## src/rtl/core/odo_pkg.sv

```systemverilog
// Shared types, constants and helpers for the dead-reckoning odometry block.
package odo_pkg;

  localparam int AW   = 34;
  localparam int BW   = 32;
  localparam int PW   = AW + BW;
  localparam int CntW = 6;
  localparam int ZW   = 15;

  localparam logic [7:0] REG_TURN_GAIN      = 8'd0;
  localparam logic [7:0] REG_BACKWARD_GAIN  = 8'd1;
  localparam logic [7:0] REG_SIDE_GAIN      = 8'd2;
  localparam logic [7:0] REG_POSITION_SCALE = 8'd3;

  localparam logic [15:0] TURN_GAIN_RST      = 16'd437;
  localparam logic [15:0] BACKWARD_GAIN_RST  = 16'd45875;
  localparam logic [15:0] SIDE_GAIN_RST      = 16'd26214;
  localparam logic [23:0] POSITION_SCALE_RST = 24'd16777;

  localparam logic [31:0] SIN_C1 = 32'd1686629713;
  localparam logic [31:0] SIN_C3 = 32'd693598668;
  localparam logic [31:0] SIN_C5 = 32'd85569278;
  localparam logic [31:0] SIN_C7 = 32'd5026991;
  localparam logic [31:0] SIN_C9 = 32'd172273;

  localparam logic [15:0] QUARTER_TURN = 16'd16384;

  typedef enum logic [1:0] {
    ST_IDLE,
    ST_ISSUE,
    ST_WAIT,
    ST_DONE
  } state_e;

  typedef enum logic [3:0] {
    OP_TURN,
    OP_FWD,
    OP_SIDE,
    OP_SQ,
    OP_P,
    OP_R,
    OP_VX1,
    OP_VX2,
    OP_VY1,
    OP_VY2,
    OP_DX,
    OP_DY
  } op_e;

  typedef struct packed {
    logic                 start;
    logic signed [AW-1:0] a;
    logic [BW-1:0]        b;
    logic [CntW-1:0]      n;
    logic                 b_signed;
  } mul_req_t;

  typedef struct packed {
    logic                 done;
    logic signed [PW-1:0] prod;
  } mul_rsp_t;

  typedef struct packed {
    logic [15:0] turn_gain;
    logic [15:0] backward_gain;
    logic [15:0] side_gain;
    logic [23:0] position_scale;
  } cfg_t;

  typedef struct packed {
    logic signed [15:0] forward_speed;
    logic signed [15:0] side_speed;
    logic signed [15:0] turn_speed;
    logic signed [15:0] body_height;
  } item_t;

  typedef struct packed {
    logic signed [31:0] pos_x;
    logic signed [31:0] pos_y;
    logic signed [15:0] height_out;
    logic [15:0]        heading_out;
  } res_t;

  function automatic logic [31:0] sin_coef(input logic [1:0] idx);
    logic [31:0] c;
    unique case (idx)
      2'd0:    c = SIN_C7;
      2'd1:    c = SIN_C5;
      2'd2:    c = SIN_C3;
      default: c = SIN_C1;
    endcase
    return c;
  endfunction

endpackage

```

## src/rtl/core/odo_if.sv

```systemverilog
// Handshake channel interfaces for odometry ticks, results and register writes.
interface odo_in_if;
  logic               valid;
  logic               ready;
  logic signed [15:0] forward_speed;
  logic signed [15:0] side_speed;
  logic signed [15:0] turn_speed;
  logic signed [15:0] body_height;
  modport source (output valid, forward_speed, side_speed, turn_speed, body_height,
                  input ready);
  modport sink (input valid, forward_speed, side_speed, turn_speed, body_height,
                output ready);
endinterface

interface odo_out_if;
  logic               valid;
  logic               ready;
  logic signed [31:0] pos_x;
  logic signed [31:0] pos_y;
  logic signed [15:0] height_out;
  logic [15:0]        heading_out;
  modport source (output valid, pos_x, pos_y, height_out, heading_out, input ready);
  modport sink (input valid, pos_x, pos_y, height_out, heading_out, output ready);
endinterface

interface odo_cfg_if;
  logic        valid;
  logic        ready;
  logic [7:0]  index;
  logic [31:0] data;
  modport source (output valid, index, data, input ready);
  modport sink (input valid, index, data, output ready);
endinterface

```

## src/rtl/core/odo_mul.sv

```systemverilog
// Bit-serial shift-add multiplier, one multiplier bit per cycle, MSB first.
module odo_mul (
  input  logic             clk_i,
  input  logic             rst_ni,
  input  odo_pkg::mul_req_t req_i,
  output odo_pkg::mul_rsp_t rsp_o
);
  import odo_pkg::*;

  logic                 busy_q, done_q, neg_q;
  logic [CntW-1:0]      cnt_q;
  logic signed [AW-1:0] a_q;
  logic [BW-1:0]        b_q;
  logic signed [PW-1:0] acc_q, acc_d, a_ext, addend;

  always_comb begin
    a_ext  = $signed({{(PW-AW){a_q[AW-1]}}, a_q});
    addend = '0;
    if (b_q[BW-1]) begin
      addend = neg_q ? -a_ext : a_ext;
    end
    acc_d = (acc_q <<< 1) + addend;
  end

  always_ff @(posedge clk_i or negedge rst_ni) begin
    if (!rst_ni) begin
      busy_q <= 1'b0;
      done_q <= 1'b0;
      cnt_q  <= '0;
    end else begin
      done_q <= 1'b0;
      if (req_i.start) begin
        busy_q <= 1'b1;
        cnt_q  <= req_i.n;
      end else if (busy_q) begin
        cnt_q <= cnt_q - 1'b1;
        if (cnt_q == CntW'(1)) begin
          busy_q <= 1'b0;
          done_q <= 1'b1;
        end
      end
    end
  end

  always_ff @(posedge clk_i) begin
    if (req_i.start) begin
      a_q   <= req_i.a;
      b_q   <= req_i.b;
      neg_q <= req_i.b_signed;
      acc_q <= '0;
    end else if (busy_q) begin
      acc_q <= acc_d;
      b_q   <= b_q << 1;
      neg_q <= 1'b0;
    end
  end

  assign rsp_o.done = done_q;
  assign rsp_o.prod = acc_q;

endmodule

```

## src/rtl/core/odo_datapath.sv

```systemverilog
// Operation sequencer and state registers that drive the shared serial multiplier.
module odo_datapath (
  input  logic          clk_i,
  input  logic          rst_ni,
  input  logic          in_valid_i,
  output logic          in_ready_o,
  input  odo_pkg::item_t item_i,
  input  odo_pkg::cfg_t  cfg_i,
  output logic          res_valid_o,
  input  logic          res_take_i,
  output odo_pkg::res_t  res_o
);
  import odo_pkg::*;

  localparam logic signed [PW-1:0] Half14 = PW'(64'sd16384);
  localparam logic signed [PW-1:0] Half16 = PW'(64'sd32768);
  localparam logic signed [PW-1:0] Half38 = PW'(64'sd137438953472);

  state_e state_q, state_d;
  op_e    op_q, op_d;
  logic   phase_q, phase_d;
  logic [1:0] pcnt_q, pcnt_d;

  mul_req_t mreq;
  mul_rsp_t mrsp;

  logic signed [15:0] fwd_q, side_q, turn_q, height_q;
  logic signed [15:0] f_q, s_q, sn_q, cs_q;
  logic [15:0]        heading_q;
  logic signed [31:0] wx_q, wy_q;
  logic [31:0]        p_q;
  logic [30:0]        sq_q;
  logic [ZW-1:0]      z_q;
  logic               neg_q;
  logic signed [32:0] t_q, vx_q, vy_q;

  logic [15:0]        angle;
  logic [ZW-1:0]      z_w;
  logic signed [PW-1:0] r14, r16, r38, rq;
  logic [14:0]        mag;
  logic signed [15:0] sv;
  logic               accept, skip_fwd;

  odo_mul u_mul (
    .clk_i (clk_i),
    .rst_ni(rst_ni),
    .req_i (mreq),
    .rsp_o (mrsp)
  );

  always_comb begin
    angle = phase_q ? heading_q + QUARTER_TURN : heading_q;
    z_w   = angle[14] ? ZW'(17'd16384 - {3'b0, angle[13:0]}) : {1'b0, angle[13:0]};
    r14   = (mrsp.prod + Half14) >>> 15;
    r16   = (mrsp.prod + Half16) >>> 16;
    r38   = (mrsp.prod + Half38) >>> 38;
    rq    = ((mrsp.prod >>> 14) + Half14) >>> 15;
    mag   = (rq > PW'(64'sd32767)) ? 15'h7fff : rq[14:0];
    sv    = neg_q ? -$signed({1'b0, mag}) : $signed({1'b0, mag});
    accept   = in_valid_i && (state_q == ST_IDLE);
    skip_fwd = (op_q == OP_FWD) && (fwd_q > 16'sd0);
  end

  always_comb begin
    state_d = state_q;
    op_d    = op_q;
    phase_d = phase_q;
    pcnt_d  = pcnt_q;
    mreq    = '0;
    unique case (state_q)
      ST_IDLE: begin
        if (accept) begin
          state_d = ST_ISSUE;
          op_d    = OP_TURN;
          phase_d = 1'b0;
        end
      end
      ST_ISSUE: begin
        if (skip_fwd) begin
          op_d = OP_SIDE;
        end else begin
          mreq.start = 1'b1;
          state_d    = ST_WAIT;
        end
        unique case (op_q)
          OP_TURN: begin
            mreq.a = AW'(turn_q); mreq.b = {cfg_i.turn_gain, 16'b0}; mreq.n = CntW'(16);
          end
          OP_FWD: begin
            mreq.a = AW'(fwd_q); mreq.b = {cfg_i.backward_gain, 16'b0}; mreq.n = CntW'(16);
          end
          OP_SIDE: begin
            mreq.a = AW'(side_q); mreq.b = {cfg_i.side_gain, 16'b0}; mreq.n = CntW'(16);
          end
          OP_SQ: begin
            mreq.a = $signed({{(AW-ZW){1'b0}}, z_w}); mreq.b = {z_w, 17'b0};
            mreq.n = CntW'(ZW);
          end
          OP_P: begin
            mreq.a = $signed({2'b0, p_q}); mreq.b = {sq_q, 1'b0}; mreq.n = CntW'(31);
          end
          OP_R: begin
            mreq.a = $signed({2'b0, p_q}); mreq.b = {z_q, 17'b0}; mreq.n = CntW'(ZW);
          end
          OP_VX1, OP_VY2: begin
            mreq.a = AW'(cs_q); mreq.b = {(op_q == OP_VX1) ? f_q : s_q, 16'b0};
            mreq.n = CntW'(16); mreq.b_signed = 1'b1;
          end
          OP_VX2, OP_VY1: begin
            mreq.a = AW'(sn_q); mreq.b = {(op_q == OP_VX2) ? s_q : f_q, 16'b0};
            mreq.n = CntW'(16); mreq.b_signed = 1'b1;
          end
          OP_DX, OP_DY: begin
            mreq.a = AW'((op_q == OP_DX) ? vx_q : vy_q);
            mreq.b = {cfg_i.position_scale, 8'b0}; mreq.n = CntW'(24);
          end
          default: mreq = '0;
        endcase
        if (skip_fwd) begin
          mreq.start = 1'b0;
        end
      end
      ST_WAIT: begin
        if (mrsp.done) begin
          state_d = ST_ISSUE;
          unique case (op_q)
            OP_TURN: op_d = OP_FWD;
            OP_FWD:  op_d = OP_SIDE;
            OP_SIDE: op_d = OP_SQ;
            OP_SQ: begin
              op_d   = OP_P;
              pcnt_d = 2'd0;
            end
            OP_P: begin
              pcnt_d = pcnt_q + 2'd1;
              if (pcnt_q == 2'd3) begin
                op_d = OP_R;
              end
            end
            OP_R: begin
              op_d    = phase_q ? OP_VX1 : OP_SQ;
              phase_d = 1'b1;
            end
            OP_VX1: op_d = OP_VX2;
            OP_VX2: op_d = OP_VY1;
            OP_VY1: op_d = OP_VY2;
            OP_VY2: op_d = OP_DX;
            OP_DX:  op_d = OP_DY;
            OP_DY:  state_d = ST_DONE;
            default: op_d = OP_TURN;
          endcase
        end
      end
      ST_DONE: begin
        if (res_take_i) begin
          state_d = ST_IDLE;
        end
      end
      default: state_d = ST_IDLE;
    endcase
  end

  always_ff @(posedge clk_i or negedge rst_ni) begin
    if (!rst_ni) begin
      state_q <= ST_IDLE;
      op_q    <= OP_TURN;
      phase_q <= 1'b0;
      pcnt_q  <= 2'd0;
    end else begin
      state_q <= state_d;
      op_q    <= op_d;
      phase_q <= phase_d;
      pcnt_q  <= pcnt_d;
    end
  end

  always_ff @(posedge clk_i or negedge rst_ni) begin
    if (!rst_ni) begin
      heading_q <= '0;
      wx_q      <= '0;
      wy_q      <= '0;
    end else if (state_q == ST_WAIT && mrsp.done) begin
      if (op_q == OP_TURN) begin
        heading_q <= heading_q + r14[15:0];
      end
      if (op_q == OP_DX) begin
        wx_q <= wx_q + r38[31:0];
      end
      if (op_q == OP_DY) begin
        wy_q <= wy_q + r38[31:0];
      end
    end
  end

  always_ff @(posedge clk_i) begin
    if (accept) begin
      fwd_q    <= item_i.forward_speed;
      side_q   <= item_i.side_speed;
      turn_q   <= item_i.turn_speed;
      height_q <= item_i.body_height;
    end
    if (state_q == ST_ISSUE) begin
      if (skip_fwd) begin
        f_q <= fwd_q;
      end
      if (op_q == OP_SQ) begin
        z_q   <= z_w;
        neg_q <= angle[15];
        p_q   <= SIN_C9;
      end
    end
    if (state_q == ST_WAIT && mrsp.done) begin
      unique case (op_q)
        OP_FWD:  f_q  <= r16[15:0];
        OP_SIDE: s_q  <= r16[15:0];
        OP_SQ:   sq_q <= {mrsp.prod[28:0], 2'b0};
        OP_P:    p_q  <= sin_coef(pcnt_q) - mrsp.prod[61:30];
        OP_R: begin
          if (phase_q) begin
            cs_q <= sv;
          end else begin
            sn_q <= sv;
          end
        end
        OP_VX1, OP_VY1: t_q <= mrsp.prod[32:0];
        OP_VX2:  vx_q <= t_q - mrsp.prod[32:0];
        OP_VY2:  vy_q <= t_q + mrsp.prod[32:0];
        default: ;
      endcase
    end
  end

  assign in_ready_o        = (state_q == ST_IDLE);
  assign res_valid_o       = (state_q == ST_DONE);
  assign res_o.pos_x       = wx_q;
  assign res_o.pos_y       = wy_q;
  assign res_o.height_out  = height_q;
  assign res_o.heading_out = heading_q;

`ifndef NO_ASSERTIONS
  a_done_in_wait: assert property (@(posedge clk_i) disable iff (!rst_ni)
    mrsp.done |-> state_q == ST_WAIT)
    else $error("multiplier finished outside wait state");
  a_accept_starts: assert property (@(posedge clk_i) disable iff (!rst_ni)
    accept |=> state_q == ST_ISSUE && op_q == OP_TURN && !phase_q)
    else $error("accepted tick did not start with heading update");
  a_take_idles: assert property (@(posedge clk_i) disable iff (!rst_ni)
    (state_q == ST_DONE && res_take_i) |=> state_q == ST_IDLE)
    else $error("result transfer did not return to idle");
  a_start_in_issue: assert property (@(posedge clk_i) disable iff (!rst_ni)
    mreq.start |-> state_q == ST_ISSUE)
    else $error("multiplier started outside issue state");
`endif

endmodule

```

## src/rtl/core/dead_reckoning_odometry.sv

```systemverilog
// Top level: register file, output register and sequencer of the odometry block.
//
//   channel  dir  payload
//   in_i     in   forward_speed, side_speed, turn_speed, body_height
//   out_o    out  pos_x, pos_y, height_out, heading_out
//   cfg_i    in   index (0..3), data
//
// Each tick runs twenty or twenty-one passes of the shared bit-serial multiplier (one bit
// a cycle); the forward pass drops when forward speed is positive. A new input is taken
// only once the sequencer has handed its last result to the output register.
// Reset clears heading, positions and loads default gains; no clearing pass.
// A finished result waits in the output register while the next tick runs.
module dead_reckoning_odometry (
  input logic  clk_i,
  input logic  rst_ni,
  odo_in_if.sink    in_i,
  odo_out_if.source out_o,
  odo_cfg_if.sink   cfg_i
);
  import odo_pkg::*;

  cfg_t  cfg_q;
  item_t item;
  res_t  res, out_q;
  logic  res_valid, res_take, out_valid_q;

  assign item.forward_speed = in_i.forward_speed;
  assign item.side_speed    = in_i.side_speed;
  assign item.turn_speed    = in_i.turn_speed;
  assign item.body_height   = in_i.body_height;

  odo_datapath u_dp (
    .clk_i      (clk_i),
    .rst_ni     (rst_ni),
    .in_valid_i (in_i.valid),
    .in_ready_o (in_i.ready),
    .item_i     (item),
    .cfg_i      (cfg_q),
    .res_valid_o(res_valid),
    .res_take_i (res_take),
    .res_o      (res)
  );

  assign res_take    = res_valid && (!out_valid_q || out_o.ready);
  assign cfg_i.ready = 1'b1;

  always_ff @(posedge clk_i or negedge rst_ni) begin
    if (!rst_ni) begin
      cfg_q.turn_gain      <= TURN_GAIN_RST;
      cfg_q.backward_gain  <= BACKWARD_GAIN_RST;
      cfg_q.side_gain      <= SIDE_GAIN_RST;
      cfg_q.position_scale <= POSITION_SCALE_RST;
    end else if (cfg_i.valid) begin
      unique case (cfg_i.index)
        REG_TURN_GAIN:      cfg_q.turn_gain      <= cfg_i.data[15:0];
        REG_BACKWARD_GAIN:  cfg_q.backward_gain  <= cfg_i.data[15:0];
        REG_SIDE_GAIN:      cfg_q.side_gain      <= cfg_i.data[15:0];
        REG_POSITION_SCALE: cfg_q.position_scale <= cfg_i.data[23:0];
        default: ;
      endcase
    end
  end

  always_ff @(posedge clk_i or negedge rst_ni) begin
    if (!rst_ni) begin
      out_valid_q <= 1'b0;
    end else if (res_take) begin
      out_valid_q <= 1'b1;
    end else if (out_o.ready) begin
      out_valid_q <= 1'b0;
    end
  end

  always_ff @(posedge clk_i) begin
    if (res_take) begin
      out_q <= res;
    end
  end

  assign out_o.valid       = out_valid_q;
  assign out_o.pos_x       = out_q.pos_x;
  assign out_o.pos_y       = out_q.pos_y;
  assign out_o.height_out  = out_q.height_out;
  assign out_o.heading_out = out_q.heading_out;

`ifndef NO_ASSERTIONS
  a_out_hold: assert property (@(posedge clk_i) disable iff (!rst_ni)
    (out_valid_q && !out_o.ready) |=> out_valid_q && $stable(out_q))
    else $error("stalled result changed");
  a_take_free: assert property (@(posedge clk_i) disable iff (!rst_ni)
    res_take |-> (!out_valid_q || out_o.ready))
    else $error("result overwrote pending output");
  a_busy_no_in: assert property (@(posedge clk_i) disable iff (!rst_ni)
    res_valid |-> !in_i.ready)
    else $error("input ready while result pending in sequencer");
`endif

endmodule
```

## src/flat_wrapper.sv

```systemverilog
// flat-port wrapper written by rule: the top's interface ports become plain ports
module dead_reckoning_odometry_flat import odo_pkg::*;
  (clk_i, rst_ni, in_i_valid, in_i_forward_speed, in_i_side_speed, in_i_turn_speed, in_i_body_height, in_i_ready, out_o_valid, out_o_pos_x, out_o_pos_y, out_o_height_out, out_o_heading_out, out_o_ready, cfg_i_valid, cfg_i_index, cfg_i_data, cfg_i_ready);
  odo_in_if in_i_i ();
  odo_out_if out_o_i ();
  odo_cfg_if cfg_i_i ();
  input logic clk_i;
  input logic rst_ni;
  input wire logic [$bits(in_i_i.valid)-1:0] in_i_valid;
  input wire logic [$bits(in_i_i.forward_speed)-1:0] in_i_forward_speed;
  input wire logic [$bits(in_i_i.side_speed)-1:0] in_i_side_speed;
  input wire logic [$bits(in_i_i.turn_speed)-1:0] in_i_turn_speed;
  input wire logic [$bits(in_i_i.body_height)-1:0] in_i_body_height;
  output wire logic [$bits(in_i_i.ready)-1:0] in_i_ready;
  output wire logic [$bits(out_o_i.valid)-1:0] out_o_valid;
  output wire logic [$bits(out_o_i.pos_x)-1:0] out_o_pos_x;
  output wire logic [$bits(out_o_i.pos_y)-1:0] out_o_pos_y;
  output wire logic [$bits(out_o_i.height_out)-1:0] out_o_height_out;
  output wire logic [$bits(out_o_i.heading_out)-1:0] out_o_heading_out;
  input wire logic [$bits(out_o_i.ready)-1:0] out_o_ready;
  input wire logic [$bits(cfg_i_i.valid)-1:0] cfg_i_valid;
  input wire logic [$bits(cfg_i_i.index)-1:0] cfg_i_index;
  input wire logic [$bits(cfg_i_i.data)-1:0] cfg_i_data;
  output wire logic [$bits(cfg_i_i.ready)-1:0] cfg_i_ready;
  assign in_i_i.valid = in_i_valid;
  assign in_i_i.forward_speed = in_i_forward_speed;
  assign in_i_i.side_speed = in_i_side_speed;
  assign in_i_i.turn_speed = in_i_turn_speed;
  assign in_i_i.body_height = in_i_body_height;
  assign in_i_ready = in_i_i.ready;
  assign out_o_valid = out_o_i.valid;
  assign out_o_pos_x = out_o_i.pos_x;
  assign out_o_pos_y = out_o_i.pos_y;
  assign out_o_height_out = out_o_i.height_out;
  assign out_o_heading_out = out_o_i.heading_out;
  assign out_o_i.ready = out_o_ready;
  assign cfg_i_i.valid = cfg_i_valid;
  assign cfg_i_i.index = cfg_i_index;
  assign cfg_i_i.data = cfg_i_data;
  assign cfg_i_ready = cfg_i_i.ready;
  dead_reckoning_odometry u_core (.clk_i(clk_i), .rst_ni(rst_ni), .in_i(in_i_i), .out_o(out_o_i), .cfg_i(cfg_i_i));
endmodule
```

## config.mk

```make
export PLATFORM = sky130hd
export DESIGN_NAME = dead_reckoning_odometry_flat
export DESIGN_NICKNAME = d
export VERILOG_FILES = /design/src/rtl/core/odo_pkg.sv /design/src/rtl/core/odo_if.sv /design/src/rtl/core/odo_mul.sv /design/src/rtl/core/odo_datapath.sv /design/src/rtl/core/dead_reckoning_odometry.sv /design/src/flat_wrapper.sv
export SDC_FILE = /design/constraint.sdc
export NUM_CORES = 2
export LEC_CHECK = 0
export BUFFER_PORTS_ARGS = -buffer_cell sky130_fd_sc_hd__buf_4
export CAP_MARGIN = 10
export CORE_MARGIN = 4
export CORE_UTILIZATION = 40
export CTS_CLUSTER_SIZE = 10
export DETAILED_ROUTE_END_ITERATION = 8
export HOLD_SLACK_MARGIN = 0.02
export PLACE_DENSITY = 0.57
export SLEW_MARGIN = 20
export SYNTH_ARGS = -nofsm -noshare
export SYNTH_HDL_FRONTEND = slang
export SYNTH_HIERARCHICAL = 1
export SYNTH_SLANG_ARGS = --single-unit
export TNS_END_PERCENT = 100
```

## constraint.sdc

```tcl
create_clock -name clk_i -period 11.6 [get_ports clk_i]
set_clock_uncertainty 0.05 [all_clocks]
set_input_delay 0 -clock clk_i [delete_from_list [all_inputs] [get_ports clk_i]]
set_output_delay 0 -clock clk_i [all_outputs]
set_load 0.02 [all_outputs]
```

Word-level counts from Yosys, hierarchy flattened
Cells that the tools add are included.
Widths: inputs -> output; s select.

storage, ports and cells
  flip-flop bits (word level) = 703
  input port bits = 109
  output and inout bits = 99
  word-level logic and storage cells = 184

cells by class
  $add $sub $neg = 17
  $lt $le $gt $ge = 2
  eq/ne operators = 29
  muxes and demuxes = 57
  bitwise gates (word level) = 1
  reduce and logical (&&, ||, !) cells = 40

operators with widths
  kind                    number
  $pmux 72 s9             1
  $mux 32                 8
  $mux 66                 2
  $mux 16                 8
  $pmux 31 s3             1
  $mux 74                 1
  $add 66x39->66 const B  1
  $add 66x66->66          1
  $neg 34->66             1
  $add 32x32->32          2
  $add 52x16->53 const B  1
  $pmux 4 s12             1
  $gt 38x16->1 const B    1
  $mux 34                 1
  $add 33x33->33          1
  $sub 33x33->33          1
  $add 32x17->32 const B  1
  $sub 32x32->32          1
  $add 31x16->31 const B  1
  $mux 15                 2
  $reduce_and 2->1        13
  $add 16x15->16 const B  1
  $add 16x16->16          1
  $eq 4x3->1 const B      4
  40 further kinds        90

Depth between registers and ports, before layout
  word-level depth = 7
  depth in mapped cells = 23
  depth with buffers taken out = 21

By module
Netlist, hierarchy kept.

modules (own cells, without submodules)
  module                   instances  cells an instance  area an instance (um^2)  seq. area each (um^2)
  odo_datapath             1          2697               25866.1                  10875.4
  odo_mul                  1          1121               10035.9                  3533.4
  dead_reckoning_odometry  1          258                5721.7                   4744.6

Worst setup path after synthesis
Ideal clock, no wire load.

  kind = reg2reg
  start = register u_core.u_dp.u_mul.a_q[3]
  end = register u_core.u_dp.u_mul.acc_q[65]
  library setup time = 79 ps
  data arrival time = 4762 ps
  required time = 11471 ps
  setup slack = 6709 ps
  cell stages (with the launch flop) = 23
  clock period less this slack = 4891 ps
  cell sequence = edfxtp_1 > nor3_4 > and2_1 > nand3_1 > nor3_1 > nand2_1 > or2_1 > or4_1 > o31ai_1 > xnor2_1 > and2_1 > ha_1 > buf_2 > a21oi_2 > o21ai_1 > and2_1 > or4_1 > a211oi_2 > o22a_1 > a31oi_1 > a311oi_1 > xnor2_1 > a211oi_2

between the ends
  longest elaborated chain between the ends = 4

ends and longest elaborated chain
  item                    line           text
  from (decl)             odo_mul.sv:12  logic signed [AW-1:0] a_q;
  from (signal assigned)  odo_mul.sv:47  a_q <= req_i.a;
  $neg 34->66             odo_mul.sv:20  addend = neg_q ? -a_ext : a_ext;
  $mux 66 *               odo_mul.sv:20
  $mux 66 *               odo_mul.sv:19  if (b_q[BW-1]) begin
  $add 66x66->66 *        odo_mul.sv:22  acc_d = (acc_q <<< 1) + addend;
  to (signal assigned)    odo_mul.sv:50  acc_q <= '0;
  to (signal assigned)    odo_mul.sv:52  acc_q <= acc_d;
  to (decl)               odo_mul.sv:14  logic signed [PW-1:0] acc_q, acc_d, a_ext, addend;

Mark *: on every way between the ends. The rest lies on a longest branch, timed or not.
A chain may end at the register's enable or synchronous reset.

Worst setup path after layout
  start = register u_core.u_dp.u_mul.a_q[5]
  end = register u_core.u_dp.u_mul.acc_q[60]

The elaborated chain is that of the path after synthesis.

==> results by group <==
Clocking
  • Clock buffer depth: 3
  • Worst skew pair latency: 0.70 ns
  • CTS Buf Count: 85
  • CTS tree: built
  • Post-CTS setup buffer count: 0
  • Root Driver: clkbuf_16
  • H-tree depth: 3
  • CTS clock-pin slew for the worst setup and hold paths: 0.06 ns
  • Clk sinks: 703
  • Post-CTS Resized: 0

Die
  • Die Y: 331 microns
  • # rows: 118
  • IO Count: 208
  • Die W: 331 microns
  • Initial core utilization: 0.403
  • Core area: 103,000 sq um
  • DIE AREA: 109,000 sq um

Status
  • Status: completed

Detailed routing
  • Drt initial violations: 3,083
  • DRC: 0
  • DR vias: 33,035
  • Vias/cell: 5.66
  • Drt pass-1 iters: 8
  • Avg WL per Cell: 22.4 microns
  • Total wire length: 131 mm
  • Final antenna-violating net count: 0

Power
  • Tot Pwr: 10.2 mW
  • Leakage power: 19.3 nW
  • Power per Cell Area: 209 nW/um^2
  • Max rail drop VDD: 0.155 mV

Logic synthesis
  • Largest cells by area after synthesis: edfxtp_1 30%, dfrtp_1 8.5%, ha_1 7.5%
  • Cell taking the most area after synthesis: edfxtp_1
  • Syn Inst Count: 4,076
  • Mapped Area: 41,600 sq um
  • Number of flops mapped to enable cells by yosys: 419
  • Cell with the most instances after synthesis: edfxtp_1
  • Ys Warns: 6
  • #FFs+latches synth: 703
  • Syn_area_per_cell: 10.2 sq um
  • Ys flop type: edfxtp_1
  • Top-area cell type share of the netlist area: 0.302
  • Post-synthesis sequential area ratio: 0.460
  • Synth cell count leaders: 419 x edfxtp_1, 371 x nand2_1, 284 x a21oi_1
  • Async SR Flop Fraction: 0.242
  • Yosys cell types: 100

Job
  • Max Cap Viol: 0

Critical path
  • Critical path arrival: 6.50 ns
  • Worst R2R Path Depth: 21
  • Slowest stage delay, CP: 0.55 ns
  • Cell Chain, Critical Path: nor3_2 -> and2_1 -> nand3_1 -> nor3_1 -> nand2_1 -> or2_1 -> or4_1 -> nor3_1 -> or3_1 -> a21boi_0 -> ha_1 -> and3_1 -> nand2_1 -> nor2_1 -> nand4_1 -> o32ai_1 -> o21ai_1 -> o22ai_1 -> a41oi_1 -> xor2_1 -> o21ai_0
  • Number of buffers and inverters on the critical path: 0
  • Worst Path Required: 12.06 ns
  • WP depth: 21
  • Crit path max fanout: 16
  • Worst setup SP type: register
  • Crit-path leading delay family: simple AND/OR/NAND/NOR gates
  • Slowest CP cell: or4_1
  • CP endpoint kind: register
  • R2r setup slk: 5.56 ns
  • Critical path class: register to register

Cells and area
  • Area growth, synth to finish: 17.3%
  • Final instance area: 48,800 sq um
  • Final Util: 0.472
  • # nets final: 4,750
  • Fraction of layout cells with a size suffix above 1: 0.139
  • Fin cells: 5,835

Timing
  • Unrepaired setup endpoints after global routing: no
  • Final hold viol count: 0
  • Maximum clock frequency: 0.166 GHz
  • Setup TNS after final layout: 0 ns
  • Slew Viols, Final: 0
  • Worst hold margin: 0.0673 ns
  • Final setup margin: 5.56 ns
  • Crit share post-route: 0.521
  • Max-Slew Margin vs Limit: 0.249
  • # setup viols final: 0
  • Worst-margin pin slew: 1.12 ns
  • Tmin final: 6.04 ns

Placed design
  • Post-DP Area: 44,500 sq um
  • Placed insts: 5,514
  • Dpl ws: 5.61 ns
  • Routability cong.: 0.919
  • Buffers on Ports: 198
  • DP Wirelength: 95.9 mm

Global routing
  • First-pass GRT wire length: 196 mm
  • Antenna violations before repair: 2
  • Vias in the first global route: 31,450
  • GRT Total Usage: 0.234
  • Congestion Overflow GR: 0
  • Pin count of the biggest net entering global routing: 106

Hold path
  • Hold path depth: 3
  • Hold Path Class: input port to register
-- worst register-to-register path: stages (launching register included) --
cell	delay, ns
edfxtp_1	0.46
nor3_2	0.27
and2_1	0.19
nand3_1	0.13
nor3_1	0.16
nand2_1	0.09
or2_1	0.32
or4_1	0.55
nor3_1	0.19
or3_1	0.55
a21boi_0	0.21
ha_1	0.47
and3_1	0.21
nand2_1	0.07
nor2_1	0.24
nand4_1	0.12
o32ai_1	0.48
o21ai_1	0.23
o22ai_1	0.40
a41oi_1	0.20
xor2_1	0.20
o21ai_0	0.10
-- worst paths after layout --
path                                                from                           to
min in group asynchronous                         rst_ni          u_core/u_dp/wx_q[7]
worst max-delay path            u_core/u_dp/u_mul/a_q[5]  u_core/u_dp/u_mul/acc_q[60]
worst min-delay path                      cfg_i_data[19]             u_core/cfg_q[19]
worst min register to register   u_core/u_dp/height_q[1]   u_core/out_o.height_out[1]
worst max register to register  u_core/u_dp/u_mul/a_q[5]  u_core/u_dp/u_mul/acc_q[60]
max in group asynchronous                         rst_ni              u_core/cfg_q[6]
-- cells in the final DEF (no fill, tap or decap), types with 37 or more instances in the layout --
cell type / instances
inv_1: 155
dfxtp_1: 114
nor2b_1: 37
and2_1: 78
a21oi_1: 284
edfxtp_1: 419
o21ai_0: 256
nor3_1: 62
nand4_1: 49
xnor2_1: 234
xor2_1: 98
nand2b_1: 53
nand3_1: 75
clkbuf_16: 85
nand2_1: 369
dfrtp_1: 140
ha_1: 251
o31ai_1: 38
a31oi_1: 44
mux2i_1: 64
a222oi_1: 44
buf_4: 252
nor2_1: 251
a21o_1: 72
mux2_2: 143
clkbuf_1: 49
dlygate4sd3_1: 161
-- layout make-up --
| type | instances | area (sq um) |
|---|---|---|
| diodes | 1 | 2.50 |
| clock buffers | 139 | 2380 |
| clock inverters | 19 | 256 |
| fillers | 9632 | 54500 |
| inverters | 157 | 589 |
| multi-input cells | 3020 | 21100 |
| flip-flops and latches | 703 | 19200 |
| well taps | 1380 | 1730 |
| repair buffers | 416 | 3560 |
-- sequential cells by signal, summed over array words and instances, names as in the netlist, 29 cells and up --
register and count:
u_core/u_dp/sq_q 29, u_core/out_o.pos_y 32, u_core/u_dp/vx_q 33, u_core/u_dp/u_mul/a_q 34
u_core/u_dp/wx_q 32, u_core/u_dp/wy_q 32, u_core/u_dp/vy_q 33, u_core/u_dp/u_mul/b_q 32
u_core/u_dp/p_q 32, u_core/u_dp/t_q 33, u_core/cfg_q 72, u_core/out_o.pos_x 32
u_core/u_dp/u_mul/acc_q 66
-- logic make-up (layout without fill, tap and decap cells) --
logic type | after synthesis | count (layout) | share of synthesized area
compound gates | 1056 | 1056 | 0.164
buf+inv | 356 | 731 | 0.0350
flops | 703 | 703 | 0.460
simple gates | 1160 | 1160 | 0.138
other cells | 2 | 6 | 0.000180
fa+ha+maj | 258 | 258 | 0.0788
xor+xnor | 334 | 334 | 0.0705
mux | 207 | 207 | 0.0541
-- routing by layer --
layer	vias to the layer above	share of wire	wire [microns]	GRT usage
met5	-	0	0	0
met1	16101	0.47	60800	0.341
met2	1153	0.44	57100	0.358
met4	0	0.026	3350	0.0667
li1	15615	-	-	-
met3	166	0.071	9330	0.0387
-- what timing repair did --
| item | in CTS | in global routing |
|---|---|---|
| endpoints found under the hold margin | 234 | 0 |
| hold buffers | 162 | 0 |
| endpoints found under the setup margin | 0 | 0 |
-- power by group --
part	switching [mW]	internal [mW]
Clock	1.10	1.44
Combinational	2.47	1.50
Sequential	0.464	3.25
(Power assumes the default switching activity.)
